[src/rtl/bdt_pkg.sv]
// ----------------------------------------------------------------------------
// bdt_pkg
// Shared types and constants for the binary to decimal text converter.
// ----------------------------------------------------------------------------
package bdt_pkg;

	localparam int MANT_W      = 96;
	localparam int LOW_W       = 64;
	localparam int HIGH_W      = 32;
	localparam int SCALE_W     = 5;
	localparam int DIGITS      = 29;
	localparam int DIGIT_IDX_W = 5;
	localparam int BIT_CNT_W   = 7;
	localparam int CHAR_W      = 8;
	localparam int IN_DATA_W   = 104;
	localparam int OUT_DATA_W  = 8;
	localparam int QUEUE_DEPTH = 2;

	localparam logic [SCALE_W-1:0] SCALE_MAX = 5'd28;

	localparam logic [CHAR_W-1:0] CHAR_MINUS   = 8'h2D;
	localparam logic [CHAR_W-1:0] CHAR_DOT     = 8'h2E;
	localparam logic [CHAR_W-1:0] CHAR_ZERO    = 8'h30;
	localparam logic [CHAR_W-1:0] CHAR_NEWLINE = 8'h0A;

	// one number waiting for conversion; bit layout matches s_axis_tdata
	typedef struct packed {
		logic               negative;
		logic [SCALE_W-1:0] scale;
		logic [MANT_W-1:0]  mantissa;
	} item_t;

endpackage

[src/rtl/binary_to_decimal_text.sv]
// ----------------------------------------------------------------------------
// binary_to_decimal_text
// Prints a signed, scaled 96-bit integer as ASCII decimal text.
// ----------------------------------------------------------------------------
// Input stream s_axis: one transaction carries a 96-bit unsigned mantissa,
// a scale (digits after the point, values above 28 act as 28) and a sign.
// Output stream m_axis: one character per transaction: optional '-', the
// digits with '.' before the last scale digits (zero padded to scale+1
// digits), then a newline with tlast high.
// A popped item runs through the bit-serial double dabble loop, one step per
// mantissa bit (all 29 digits updated each cycle), then a step to find the top
// digit, then emits one character per cycle while m_axis accepts, up to 32.
// The converter takes the next item only after its newline is loaded.
// The input register and a QUEUE_DEPTH entry queue keep accepting items
// while the converter works. A stall on m_axis holds the output register and
// the emitting converter; back pressure reaches s_axis only once the queue and
// input register are full. Reset empties the queue and idles the converter.
// ----------------------------------------------------------------------------
module binary_to_decimal_text #(
	parameter int QUEUE_DEPTH = bdt_pkg::QUEUE_DEPTH
) (
	input  logic                           clk,
	input  logic                           arst_n,
	input  logic                           s_axis_tvalid,
	output logic                           s_axis_tready,
	// [63:0] mantissa_low, [95:64] mantissa_high, [100:96] scale,
	// [101] negative, [103:102] zero
	input  logic [bdt_pkg::IN_DATA_W-1:0]  s_axis_tdata,
	output logic                           m_axis_tvalid,
	input  logic                           m_axis_tready,
	// [7:0] character
	output logic [bdt_pkg::OUT_DATA_W-1:0] m_axis_tdata,
	output logic                           m_axis_tlast
);

	logic           push_valid;
	logic           push_ready;
	bdt_pkg::item_t push_item;
	logic           pop_valid;
	logic           pop_ready;
	bdt_pkg::item_t pop_item;

	bdt_front u_front (
		.clk        (clk),
		.arst_n     (arst_n),
		.in_valid   (s_axis_tvalid),
		.in_ready   (s_axis_tready),
		.in_data    (s_axis_tdata),
		.push_valid (push_valid),
		.push_ready (push_ready),
		.push_item  (push_item)
	);

	bdt_queue #(
		.DEPTH (QUEUE_DEPTH)
	) u_queue (
		.clk      (clk),
		.arst_n   (arst_n),
		.wr_valid (push_valid),
		.wr_ready (push_ready),
		.wr_item  (push_item),
		.rd_valid (pop_valid),
		.rd_ready (pop_ready),
		.rd_item  (pop_item)
	);

	bdt_back u_back (
		.clk        (clk),
		.arst_n     (arst_n),
		.item_valid (pop_valid),
		.item_ready (pop_ready),
		.item       (pop_item),
		.out_valid  (m_axis_tvalid),
		.out_ready  (m_axis_tready),
		.out_char   (m_axis_tdata),
		.out_last   (m_axis_tlast)
	);

endmodule

[src/rtl/bdt_front.sv]
// ----------------------------------------------------------------------------
// bdt_front
// Input stage: takes a transaction, saturates the scale and holds the item
// until the queue has room.
// ----------------------------------------------------------------------------
module bdt_front (
	input  logic                             clk,
	input  logic                             arst_n,
	input  logic                             in_valid,
	output logic                             in_ready,
	input  logic [bdt_pkg::IN_DATA_W-1:0]    in_data,
	output logic                             push_valid,
	input  logic                             push_ready,
	output bdt_pkg::item_t                   push_item
);

	logic            valid_q;
	bdt_pkg::item_t  item_q;
	logic [bdt_pkg::SCALE_W-1:0] scale_in;
	logic            take;

	assign scale_in = in_data[bdt_pkg::MANT_W +: bdt_pkg::SCALE_W];
	assign in_ready = !valid_q || push_ready;
	assign take     = in_valid && in_ready;

	always_ff @(posedge clk or negedge arst_n) begin
		if (!arst_n) begin
			valid_q <= 1'b0;
		end else if (take) begin
			valid_q <= 1'b1;
		end else if (push_ready) begin
			valid_q <= 1'b0;
		end
	end

	always_ff @(posedge clk) begin
		if (take) begin
			item_q.mantissa <= in_data[bdt_pkg::MANT_W-1:0];
			item_q.scale    <= (scale_in > bdt_pkg::SCALE_MAX) ? bdt_pkg::SCALE_MAX : scale_in;
			item_q.negative <= in_data[bdt_pkg::MANT_W + bdt_pkg::SCALE_W];
		end
	end

	assign push_valid = valid_q;
	assign push_item  = item_q;

endmodule

[src/rtl/bdt_queue.sv]
// ----------------------------------------------------------------------------
// bdt_queue
// Short FIFO between the input stage and the converter.
// ----------------------------------------------------------------------------
module bdt_queue #(
	parameter int DEPTH = bdt_pkg::QUEUE_DEPTH
) (
	input  logic           clk,
	input  logic           arst_n,
	input  logic           wr_valid,
	output logic           wr_ready,
	input  bdt_pkg::item_t wr_item,
	output logic           rd_valid,
	input  logic           rd_ready,
	output bdt_pkg::item_t rd_item
);

	localparam int PTR_W = (DEPTH > 1) ? $clog2(DEPTH) : 1;
	localparam int CNT_W = $clog2(DEPTH + 1);

	bdt_pkg::item_t   mem_q [DEPTH];
	logic [PTR_W-1:0] wr_ptr_q;
	logic [PTR_W-1:0] rd_ptr_q;
	logic [CNT_W-1:0] count_q;
	logic             do_wr;
	logic             do_rd;

	assign wr_ready = count_q != CNT_W'(DEPTH);
	assign rd_valid = count_q != '0;
	assign do_wr    = wr_valid && wr_ready;
	assign do_rd    = rd_valid && rd_ready;
	assign rd_item  = mem_q[rd_ptr_q];

	always_ff @(posedge clk or negedge arst_n) begin
		if (!arst_n) begin
			wr_ptr_q <= '0;
			rd_ptr_q <= '0;
			count_q  <= '0;
		end else begin
			if (do_wr) begin
				wr_ptr_q <= (wr_ptr_q == PTR_W'(DEPTH - 1)) ? '0 : wr_ptr_q + 1'b1;
			end
			if (do_rd) begin
				rd_ptr_q <= (rd_ptr_q == PTR_W'(DEPTH - 1)) ? '0 : rd_ptr_q + 1'b1;
			end
			if (do_wr && !do_rd) begin
				count_q <= count_q + 1'b1;
			end else if (do_rd && !do_wr) begin
				count_q <= count_q - 1'b1;
			end
		end
	end

	always_ff @(posedge clk) begin
		if (do_wr) begin
			mem_q[wr_ptr_q] <= wr_item;
		end
	end

endmodule

[src/rtl/bdt_back.sv]
// ----------------------------------------------------------------------------
// bdt_back
// Converter: double dabble over 96 bit steps, then one character per cycle
// into a registered output while that register is free.
// ----------------------------------------------------------------------------
module bdt_back (
	input  logic                              clk,
	input  logic                              arst_n,
	input  logic                              item_valid,
	output logic                              item_ready,
	input  bdt_pkg::item_t                    item,
	output logic                              out_valid,
	input  logic                              out_ready,
	output logic [bdt_pkg::CHAR_W-1:0]        out_char,
	output logic                              out_last
);

	typedef enum logic [2:0] {
		ST_IDLE,
		ST_CONV,
		ST_LEN,
		ST_SIGN,
		ST_DIGIT,
		ST_NEWLINE
	} state_t;

	state_t                          state_q;
	logic [bdt_pkg::MANT_W-1:0]      mant_q;
	logic [bdt_pkg::SCALE_W-1:0]     scale_q;
	logic                            neg_q;
	logic [bdt_pkg::BIT_CNT_W-1:0]   bit_cnt_q;
	logic [3:0]                      digit_q [bdt_pkg::DIGITS];
	logic [bdt_pkg::DIGIT_IDX_W-1:0] pos_q;
	logic                            dot_done_q;
	logic                            out_valid_q;
	logic [bdt_pkg::CHAR_W-1:0]      out_char_q;
	logic                            out_last_q;

	logic [3:0]                      digit_nxt [bdt_pkg::DIGITS];
	logic [bdt_pkg::DIGIT_IDX_W-1:0] msd;
	logic                            out_free;
	logic                            emit;
	logic                            dot_here;
	logic [3:0]                      cur_digit;

	assign out_free   = !out_valid_q || out_ready;
	assign item_ready = state_q == ST_IDLE;
	// a character is loaded into the output register this cycle
	assign emit       = out_free && (state_q == ST_SIGN || state_q == ST_DIGIT ||
		state_q == ST_NEWLINE);

	// doubling with carry: a digit's carry out depends only on itself (>= 5)
	always_comb begin
		for (int k = 0; k < bdt_pkg::DIGITS; k++) begin
			logic cin;
			cin = (k == 0) ? mant_q[bdt_pkg::MANT_W-1] : (digit_q[k-1] >= 4'd5);
			if (digit_q[k] >= 4'd5) begin
				digit_nxt[k] = 4'((digit_q[k] << 1) - 4'd10) | {3'b000, cin};
			end else begin
				digit_nxt[k] = 4'(digit_q[k] << 1) | {3'b000, cin};
			end
		end
	end

	// highest nonzero digit, zero when all digits are zero
	always_comb begin
		msd = '0;
		for (int k = 1; k < bdt_pkg::DIGITS; k++) begin
			if (digit_q[k] != 4'd0) begin
				msd = bdt_pkg::DIGIT_IDX_W'(k);
			end
		end
	end

	assign cur_digit = digit_q[pos_q];
	assign dot_here  = !dot_done_q && (scale_q != '0) &&
		((pos_q + bdt_pkg::DIGIT_IDX_W'(1)) == scale_q);

	always_ff @(posedge clk or negedge arst_n) begin
		if (!arst_n) begin
			state_q     <= ST_IDLE;
			out_valid_q <= 1'b0;
			out_char_q  <= '0;
			out_last_q  <= 1'b0;
			bit_cnt_q   <= '0;
			pos_q       <= '0;
			dot_done_q  <= 1'b0;
		end else begin
			if (out_ready && !emit) begin
				out_valid_q <= 1'b0;
			end
			case (state_q)
				ST_IDLE: begin
					if (item_valid) begin
						bit_cnt_q  <= bdt_pkg::BIT_CNT_W'(bdt_pkg::MANT_W - 1);
						dot_done_q <= 1'b0;
						state_q    <= ST_CONV;
					end
				end
				ST_CONV: begin
					bit_cnt_q <= bit_cnt_q - 1'b1;
					if (bit_cnt_q == '0) begin
						state_q <= ST_LEN;
					end
				end
				ST_LEN: begin
					// first printed position: max of top digit and scale
					pos_q   <= (msd > scale_q) ? msd : scale_q;
					state_q <= neg_q ? ST_SIGN : ST_DIGIT;
				end
				ST_SIGN: begin
					if (out_free) begin
						out_valid_q <= 1'b1;
						out_char_q  <= bdt_pkg::CHAR_MINUS;
						out_last_q  <= 1'b0;
						state_q     <= ST_DIGIT;
					end
				end
				ST_DIGIT: begin
					if (out_free) begin
						out_valid_q <= 1'b1;
						out_last_q  <= 1'b0;
						if (dot_here) begin
							out_char_q <= bdt_pkg::CHAR_DOT;
							dot_done_q <= 1'b1;
						end else begin
							out_char_q <= bdt_pkg::CHAR_ZERO | {4'h0, cur_digit};
							if (pos_q == '0) begin
								state_q <= ST_NEWLINE;
							end else begin
								pos_q <= pos_q - 1'b1;
							end
						end
					end
				end
				ST_NEWLINE: begin
					if (out_free) begin
						out_valid_q <= 1'b1;
						out_char_q  <= bdt_pkg::CHAR_NEWLINE;
						out_last_q  <= 1'b1;
						state_q     <= ST_IDLE;
					end
				end
				default: begin
					state_q <= ST_IDLE;
				end
			endcase
		end
	end

	always_ff @(posedge clk) begin
		if (state_q == ST_IDLE && item_valid) begin
			mant_q  <= item.mantissa;
			scale_q <= item.scale;
			neg_q   <= item.negative;
			for (int k = 0; k < bdt_pkg::DIGITS; k++) begin
				digit_q[k] <= 4'd0;
			end
		end else if (state_q == ST_CONV) begin
			mant_q <= mant_q << 1;
			for (int k = 0; k < bdt_pkg::DIGITS; k++) begin
				digit_q[k] <= digit_nxt[k];
			end
		end
	end

	assign out_valid = out_valid_q;
	assign out_char  = out_char_q;
	assign out_last  = out_last_q;

endmodule

[config.mk]
export PLATFORM = sky130hd
export DESIGN_NAME = binary_to_decimal_text
export DESIGN_NICKNAME = d
export VERILOG_FILES = /design/src/rtl/bdt_pkg.sv /design/src/rtl/binary_to_decimal_text.sv /design/src/rtl/bdt_front.sv /design/src/rtl/bdt_queue.sv /design/src/rtl/bdt_back.sv
export SDC_FILE = /design/constraint.sdc
export NUM_CORES = 1
export LEC_CHECK = 0
export BUFFER_PORTS_ARGS = -buffer_cell sky130_fd_sc_hd__buf_2
export CAP_MARGIN = 20
export CORE_AREA = 2 2 264 266
export DETAILED_ROUTE_END_ITERATION = 10
export DIE_AREA = 0 0 266 268
export HOLD_SLACK_MARGIN = 0.06
export SYNTH_ARGS = -nofsm -noshare
export SYNTH_HDL_FRONTEND = slang
export SYNTH_SLANG_ARGS = --single-unit
export TNS_END_PERCENT = 100
[constraint.sdc]
create_clock -name clk -period 7.25 [get_ports clk]
set_input_delay 1.45 -clock clk [delete_from_list [all_inputs] [get_ports clk]]
set_output_delay 1.45 -clock clk [all_outputs]
set_load 0.02 [all_outputs]
==> results of run 1 <==
[registers in the layout, indices dropped and copies added, names as in the netlist]
| signal | count |
|---|---|
| u_queue.mem_q | 204 |
| u_back.digit_q | 116 |
| u_front.push_item | 102 |
| u_back.mant_q | 96 |
| u_back.bit_cnt_q | 7 |
| u_back.out_char | 6 |
| u_back.pos_q | 5 |
| u_back.scale_q | 5 |
| u_back.state_q | 3 |
| u_queue.count_q | 2 |
| u_back.dot_done_q | 1 |
| u_back.neg_q | 1 |
| u_back.out_last | 1 |
| u_back.out_valid | 1 |
| u_front.push_valid | 1 |
| u_queue.rd_ptr_q | 1 |
| u_queue.wr_ptr_q | 1 |
[final cells by class]
cell class	instances	share of cell area (%)
Sequential cell	553	60.3
Inverter	74	1.04
Clock inverter	39	1.75
Clock buffer	66	5.27
Timing Repair Buffer	128	2.60
Multi-Input combinational cell	1014	25.0
Tap cell	882	4.04
[placed cells by master, fill, tap and decap left out, drive strengths merged, types with 7 or more instances in the layout]
cell type | netlist | final
nand2 | 91 | 91
clkbuf | 57 | 66
xnor2 | 33 | 33
nand2b | 36 | 36
mux4 | 31 | 31
nor3 | 7 | 7
mux2 | 9 | 9
inv | 74 | 75
bufinv | 0 | 8
nor2 | 268 | 268
nand4 | 7 | 7
a211oi | 8 | 8
nand3 | 11 | 11
clkinv | 0 | 25
mux2i | 102 | 102
buf | 11 | 128
edfxtp | 524 | 524
nor2b | 7 | 7
o21ai | 23 | 23
dfrtp | 29 | 29
nor3b | 19 | 19
or3b | 12 | 12
a21oi | 203 | 203
ha | 71 | 71
[kinds of logic (layout without fill, tap and decap cells)]
kind of cell               after synthesis  after routing
AOI/OAI and AO/OA                      274            274
muxes                                  142            142
other                                    1              2
and+or+nand+nor                        486            486
buffers and inverters                  142            307
adders and majority gates               71             71
DFF                                    553            553
xor gates and xnor gates                39             39
[final timing paths]
kind                                                      from                             end  cells after the start
max in group asynchronous                               arst_n    u_queue.rd_ptr_q$_DFFE_PN0P_                      1
max                        u_back.digit_q[16][0]$_SDFFCE_PN0P_     u_back.pos_q[3]$_DFFE_PN0P_                     13
min reg2reg                    u_front.push_item[76]$_DFFE_PP_  u_queue.mem_q[1][76]$_DFFE_PP_                      0
min                            u_front.push_item[76]$_DFFE_PP_  u_queue.mem_q[1][76]$_DFFE_PP_                      0
min in group asynchronous                               arst_n     u_back.pos_q[4]$_DFFE_PN0P_                      1
max reg2reg                u_back.digit_q[16][0]$_SDFFCE_PN0P_     u_back.pos_q[3]$_DFFE_PN0P_                     13
[per-layer routing]
metal  wire length (µm)  up-vias  GRT usage, %
li1                   -     6502             -
met3               1980       85          2.30
met4               1250        0          4.31
met5                  0        -             0
met2              21000      294          20.7
met1              20600     6675          17.0
[Yosys cell counts (all sizes together), types with 12 or more instances]
cell type and instances:
a21oi 203, mux4 31, clkbuf 57, nand2 91
xnor2 33, nor2 268, or3b 12, dfrtp 29
edfxtp 524, o21ai 23, nor3b 19, mux2i 102
inv 74, ha 71, nand2b 36
[power by group through the flow]
stage               Combinational [W]  Sequential (W)  Clock (W)
floorplan                     0.00344         0.00598          0
global placement              0.00440         0.00610          0
detailed placement            0.00454         0.00615          0
CTS                           0.00456         0.00610    0.00304
global route                  0.00511         0.00622    0.00318
finish                        0.00451         0.00608    0.00296
[metrics by stage]
stage,cells,util [%],cell area (µm²)
6_report,2756,40.0,27300
5_1_grt,2756,40.0,27300
3_5_place_dp,2650,37.1,25300
3_3_place_gp,2650,37.1,25300
2_1_floorplan,1709,-,23800
4_1_cts,2755,40.0,27300
==> impl_metrics.ini, run 1 <==
[run_status]
status = complete, no violations

[timing]
fmax_mhz = 246
postLayoutSetupSlackWorst_ns = 3.18
tns_ns = 0
rsz0062_at_grt = no
holdWs_ns = 0.437
tightest_slew_ns = 0.993
period_share_pct = 56.1
min_period_ns = 4.07
clock_skew_ns = 0.0361
hold_viol_final = 0
slew_viol_final = 0
slew_headroom_pct = 33.8
setup-violations-final = 0

[detailed_routing]
drtPass1Iterations = 5
ant_nets = 0
vias_per_cell = 4.92
num_vias = 13600
drt_first_iter_violations = 847
wl_per_cell_um = 16.3
drc_errors = 0
routed_wl_um = 44800

[clock_network]
cts.path.max_buffers = 3
cts_resized = 0
ctsHoldBuffers = 0
cts_tree = done
postCtsSetupBuffers = 0
clock_latency_ns = 0.61
numClockSinks = 553
root_buffer = clkbuf_16
path_clk_slew_ns = 0.07
htree_num_levels = 2
cts_buffers = 56

[floorplanning]
rows = 96
initial_utilization_pct = 34.9
coreArea_mm2 = 0.0682
num_io_pins = 119
dieHeight_um = 268
die_w_um = 266
dieArea_mm2 = 0.0713

[logic_synthesis]
muxShareOfSynthArea_pct = 7.70
synth_compound_area_share_pct = 6.38
synth-xor-area-share_pct = 1.44
synthesis.area_mm2 = 0.0238
async_flop_share_pct = 5.24
synth_flop_cell = edfxtp_1
synth_edf_count = 524
synthSimpleGateAreaFrac_pct = 9.25
avgSynthCellArea_um2 = 13.9
yosysTopAreaCell = edfxtp_1
synthAdderAreaFrac_pct = 3.73
yosys-top-cells-area = edfxtp_1, mux2i_1, a21oi_1
synthCells = 1708
synth_seq_area_share_pct = 69.2
ys_ff_latch = 553
netlist-cell-type-count = 65
synth_top_family_by_area = simple AND/OR/NAND/NOR gates
ys.warnings.count = 0
synth_top_area_share_pct = 66.1

[global_routing]
grt_pass1_vias = 13800
grt-ovfl-total = 0
antenna_found_initial = 0
grt_max_degree = 139
grt_first_pass_wirelength_um = 72400
grt_use_total_pct = 12.6

[placed_design]
port_buffers = 114
dpl_worst_slack_ns = 3.24
place_congestion = 0.832
hpwl_um = 28000

[pwr]
cellPowerDensity_mw_per_mm2 = 496
switching_share_pct = 35.3
p_sw_w = 0.00478
power_leakage_nw = 9.90
seq_power_share_pct = 44.9
irDropWorstVdd_mv = 0.439
p_comb_share_pct = 33.3
clockPowerShare_pct = 21.8
internal_power_w = 0.00876
power.total_w = 0.0135

[critical_path]
cp_cell_sequence = inv_1 -> ha_1 -> nor3b_1 -> nand4_1 -> a2111oi_0 -> a21oi_1 -> inv_1 -> ha_1 -> and4_1 -> a21oi_1 -> o31a_1 -> a31oi_1 -> a221o_1
max_stage_delay_ns = 0.69
slowest_stage = nor3b_1
path_max_fanout = 10
critical-path-top-delay-family = compound AO/OA/AOI/OAI gates
arrival_ns = 4.57
critPathRequiredTime_ns = 7.75
end_kind = register
path_buf_inv = 2
critical_path_class = reg2reg
reg2reg_slack_ns = 3.18
cp-start-kind = register

[cells_and_area]
drive_gt1_share_pct = 14.2
regArea_mm2 = 0.0165
nNetsFinal = 2006
area_growth_pct = 14.7
multi_input_area_mm2 = 0.00681
final.fill_count = 6335
insertedDiodeCount = 0

[job]
cap_violations = 0

[hold_path]
min_path_type = reg2reg
(Power assumes the default switching activity.)
==> run 2: changes to the inputs <==
clock period = 3.9 ns   (was 7.25 ns; I/O delays follow)
==> impl_metrics.ini, run 2 (same netlist as run 1, synthesis figures left out) <==
[timing]
postLayoutSetupSlackWorst_ns = 0.185
slew_headroom_pct = 37.9
tightest_slew_ns = 0.924
min_period_ns = 3.71
rsz0062_at_grt = no
setup-violations-final = 0
hold_viol_final = 0
period_share_pct = 95.2
fmax_mhz = 269
slew_viol_final = 0
clock_skew_ns = 0.0333

[clock_network]
postCtsSetupBuffers = 0
path_clk_slew_ns = 0.07
numClockSinks = 553
ctsHoldBuffers = 0
clock_latency_ns = 0.61
cts_tree = done
htree_num_levels = 2
root_buffer = clkbuf_16
cts.path.max_buffers = 3
cts_buffers = 56

[pwr]
clockPowerShare_pct = 21.4
power.total_w = 0.0252
power_leakage_nw = 9.97
irDropWorstVdd_mv = 0.657
switching_share_pct = 35.0
p_sw_w = 0.00884
p_comb_share_pct = 33.7
internal_power_w = 0.0164
cellPowerDensity_mw_per_mm2 = 920
seq_power_share_pct = 44.9

[global_routing]
grt_max_degree = 103
grt_use_total_pct = 12.4
grt-ovfl-total = 0
grt_first_pass_wirelength_um = 71400
antenna_found_initial = 0
grt_pass1_vias = 13600

[floorplanning]
rows = 96
coreArea_mm2 = 0.0682
dieHeight_um = 268
initial_utilization_pct = 34.9
num_io_pins = 119
die_w_um = 266
dieArea_mm2 = 0.0713

[critical_path]
path_max_fanout = 5
cp-start-kind = register
reg2reg_from = u_back.digit_q[4][0]$_SDFFCE_PN0P_
end_kind = register
arrival_ns = 4.22
r2r_cells = 14
critPathRequiredTime_ns = 4.40
worstSetupEndpoint = u_back.pos_q[3]$_DFFE_PN0P_
reg2reg_slack_ns = 0.19
critical_path_class = reg2reg
crit_start = u_back.digit_q[4][0]$_SDFFCE_PN0P_
r2r_end = u_back.pos_q[3]$_DFFE_PN0P_

[cells_and_area]
nNetsFinal = 2019
largest_reg_flops = 204
regArea_mm2 = 0.0165
fin_cells = 2761
insertedDiodeCount = 0
final_common_cell = edfxtp_1
mostFrequentLayoutCells = edfxtp_1, nor2_1, a21oi_1
area_growth_pct = 15.3
drive_gt1_share_pct = 14.5
top_register = u_queue.mem_q
final.fill_count = 6251
multi_input_area_mm2 = 0.00686

[detailed_routing]
drc_errors = 0
drt_first_iter_violations = 1052
drtPass1Iterations = 7
wl_per_cell_um = 16.1
routed_wl_um = 44500
vias_per_cell = 4.92
num_vias = 13600
ant_nets = 0

[run_status]
status = complete, no violations

[job]
cap_violations = 0

[placed_design]
dpl_worst_slack_ns = -0.0359
hpwl_um = 28300
dp.cells = 2663
port_buffers = 114
place_congestion = 0.881

[hold_path]
min_path_type = in2async
==> run 2: cell count changes in the layout (fill, tap and decap cells not counted), sizes merged <==
cell	delta
buf	+12
clkbuf	+3
clkinv	-9
clkinvlp	-2
o31a	+1
==> run 2: what timing repair did <==
| action | CTS | global route |
|---|---|---|
| cloned | 0 | 1 |
| endpoints found under the hold margin | 0 | 0 |
| endpoints found under the setup margin | 3 | 4 |
| gates resized for setup | 2 | 3 |
==> run 2: layout make-up <==
type / count / area share [%]
clock buffer: 69 / 5.36
multi-input combinational: 1015 / 25.0
tap: 882 / 4.02
sequential: 553 / 60.0
inverter: 74 / 1.03
clock inverter: 28 / 1.38
timing repair buffer: 140 / 3.20
==> run 2: power by group through the flow <==
stage | clock, W | combinational, W | sequential [W]
finish | 0.00540 | 0.00852 | 0.0113
global route | 0.00581 | 0.00964 | 0.0116
CTS | 0.00559 | 0.00864 | 0.0113
detailed placement | 0 | 0.00857 | 0.0114
global placement | 0 | 0.00832 | 0.0114
floorplan | 0 | 0.00652 | 0.0110
==> run 2: per-layer routing <==
layer	part of all wire (%)	global-route usage, %	up-vias
met3	4.7	2.41	80
li1	-	-	6532
met5	0	0	-
met2	48	20.8	285
met1	45	16.3	6685
met4	2.6	4.02	0
==> run 2: worst max-delay path, stage by stage, from the launching register on <==
cell	delay [ns]
edfxtp_1	0.39
inv_1	0.14
ha_1	0.23
or3b_2	0.52
nor4_4	0.33
buf_4	0.17
o2111ai_1	0.12
a21oi_2	0.22
inv_1	0.06
ha_1	0.31
and4_1	0.21
a21oi_1	0.22
o31a_1	0.29
a31oi_1	0.11
a221o_1	0.30
==> run 2: worst min path at each step <==
stage / start / endpoint / slack (ns) / cells after the start
5_1_grt: arst_n / u_back.out_valid$_DFF_PN0_ / 0.28 / 1
6_report: arst_n / u_back.pos_q[0]$_DFFE_PN0P_ / 0.25 / 1
4_1_cts: arst_n / u_back.pos_q[4]$_DFFE_PN0P_ / 0.24 / 1
2_1_floorplan: u_front.push_item[0]$_DFFE_PP_ / u_queue.mem_q[0][0]$_DFFE_PP_ / 0.42 / 0
3_5_place_dp: u_front.push_item[17]$_DFFE_PP_ / u_queue.mem_q[1][17]$_DFFE_PP_ / 0.43 / 0
3_3_place_gp: u_front.push_item[29]$_DFFE_PP_ / u_queue.mem_q[1][29]$_DFFE_PP_ / 0.42 / 0
==> run 2: through the flow <==
step	utilization, %	hold WS, ns	instance area (µm²)	TNS [ns]
5_1_grt	40.2	0.280	27400	0
3_3_place_gp	37.5	0.424	25600	0
6_report	40.2	0.247	27400	0
3_5_place_dp	37.5	0.431	25600	-0.0359
4_1_cts	40.2	0.242	27400	0
2_1_floorplan	-	0.421	23800	0
==> run 3: changes to the inputs <==
CTS_BUF_LIST = sky130_fd_sc_hd__clkbuf_8   (was default)
GPL_TIMING_DRIVEN = 1   (was default)
==> impl_metrics.ini, run 3 (same netlist as run 1, synthesis figures left out) <==
[floorplanning]
dieHeight_um = 268
coreArea_mm2 = 0.0682
initial_utilization_pct = 34.9
num_io_pins = 119
dieArea_mm2 = 0.0713
die_w_um = 266
rows = 96

[pwr]
switching_share_pct = 36.5
power.total_w = 0.0243
irDropWorstVdd_mv = 0.672
seq_power_share_pct = 46.5
power_leakage_nw = 9.98
clockPowerShare_pct = 18.5
internal_power_w = 0.0155
cellPowerDensity_mw_per_mm2 = 895
p_comb_share_pct = 34.9
p_sw_w = 0.00889

[cells_and_area]
finish.utilization_pct = 39.9
nNetsFinal = 2053
insertedDiodeCount = 0
mostFrequentLayoutCells = edfxtp_1, nor2_1, a21oi_1
final_common_cell = edfxtp_1
drive_gt1_share_pct = 15.9
top_register = u_queue.mem_q
area_growth_pct = 14.3
largest_reg_flops = 204
fin_cells = 2824

[timing]
fmax_mhz = 269
min_period_ns = 3.72
clock_skew_ns = 0.0566
rsz0062_at_grt = no
tightest_slew_ns = 0.913
period_share_pct = 95.5
slew_viol_final = 0
hold_viol_final = 0
slew_headroom_pct = 38.7
setup-violations-final = 0

[clock_network]
clock_latency_ns = 0.70
cts.path.max_buffers = 3
htree_num_levels = 3
root_buffer = clkbuf_8
postCtsSetupBuffers = 0
ctsHoldBuffers = 0
cts_buffers = 90
cts_tree = done
numClockSinks = 553
path_clk_slew_ns = 0.07

[global_routing]
antenna_found_initial = 0
grt_first_pass_wirelength_um = 72000
grt_use_total_pct = 12.6
grt_pass1_vias = 13900
grt_max_degree = 103
grt-ovfl-total = 0

[detailed_routing]
drtPass1Iterations = 7
num_vias = 13800
drc_errors = 0
wl_per_cell_um = 15.9
routed_wl_um = 44900
ant_nets = 0
vias_per_cell = 4.88
drt_first_iter_violations = 994

[placed_design]
place_congestion = 0.881
port_buffers = 114
hpwl_um = 28300
dp.cells = 2663

[critical_path]
cp-start-kind = register
end_kind = register
arrival_ns = 4.31
critPathRequiredTime_ns = 4.49
critical_path_class = reg2reg
path_max_fanout = 5

[run_status]
status = complete, no violations

[job]
cap_violations = 0

[hold_path]
min_path_type = in2async
-- run 3: cell count changes in the layout (fill, tap and decap cells not counted) --
cell	delta
bufinv_16	-8
clkbuf_1	-12
clkbuf_16	-57
clkbuf_8	+94
clkinv_1	+18
clkinv_16	-1
clkinv_2	+7
clkinv_8	+1
inv_1	+20
inv_8	+1
-- run 3: path summary, 6_finish.rpt --
path	cells after the start	endpoint	from	slack, ns
max in group asynchronous	1	u_queue.rd_ptr_q$_DFFE_PN0P_	arst_n	3.16
min in group clk	1	u_front.push_item[63]$_DFFE_PP_	s_axis_tdata[63]	0.29
min reg2reg	0	u_queue.mem_q[0][36]$_DFFE_PP_	u_front.push_item[36]$_DFFE_PP_	0.44
min	1	u_back.pos_q[4]$_DFFE_PN0P_	arst_n	0.16
max	14	u_back.pos_q[3]$_DFFE_PN0P_	u_back.digit_q[4][0]$_SDFFCE_PN0P_	0.18
max reg2reg	14	u_back.pos_q[3]$_DFFE_PN0P_	u_back.digit_q[4][0]$_SDFFCE_PN0P_	0.18
-- run 3: worst max-delay path, cell delays in order, from the launching register on --
cell and delay (ns):
edfxtp_1 0.39, inv_1 0.14, ha_1 0.24, or3b_2 0.52, nor4_4 0.35, buf_4 0.18, o2111ai_1 0.12, a21oi_2 0.22
inv_1 0.06, ha_1 0.30, and4_1 0.20, a21oi_1 0.23, o31a_1 0.28, a31oi_1 0.11, a221o_1 0.30
-- run 3: timing repair --
item | 4_1_cts | 5_1_grt
gates resized for setup | 2 | 3
gates cloned | 0 | 1
setup endpoints to repair | 1 | 4
-- run 3: power groups by stage --
stage | Clock [W] | Sequential (W) | Combinational [W]
after floorplan | 0 | 0.0110 | 0.00652
after global placement | 0 | 0.0114 | 0.00832
after detailed placement | 0 | 0.0114 | 0.00857
after CTS | 0.00471 | 0.0113 | 0.00862
after global routing | 0.00497 | 0.0116 | 0.00962
final | 0.00452 | 0.0113 | 0.00851
-- run 3: metrics by stage --
| stage | hold WS, ns | TNS [ns] | setup WS, ns | area [µm²] |
|---|---|---|---|---|
| final | 0.158 | 0 | 0.176 | 27200 |
| after global routing | 0.169 | 0 | 0.0150 | 27200 |
| after CTS | 0.120 | 0 | 0.0777 | 27200 |
| after detailed placement | 0.431 | -0.0359 | -0.0359 | 25600 |
| after global placement | 0.424 | 0 | 0.00250 | 25600 |
| after floorplan | 0.421 | 0 | 0.171 | 23800 |
-- run 3: cell type report --
cell class / count / area, µm²
Multi-Input combinational cell: 1015 / 6860
Fill cell: 6353 / 41000
Inverter: 74 / 283
Clock inverter: 66 / 313
Sequential cell: 553 / 16500
Tap cell: 882 / 1100
Clock buffer: 94 / 1290
Timing Repair Buffer: 140 / 878
-- run 3: routing by layer --
metal  up-vias  GRT usage [%]  part of all wire, %
met5         -              0                    0
met4         0           5.16                  2.8
met3        87           2.75                  5.2
met2       355           20.9                   48
met1      6700           16.2                   44
li1       6626              -                    -
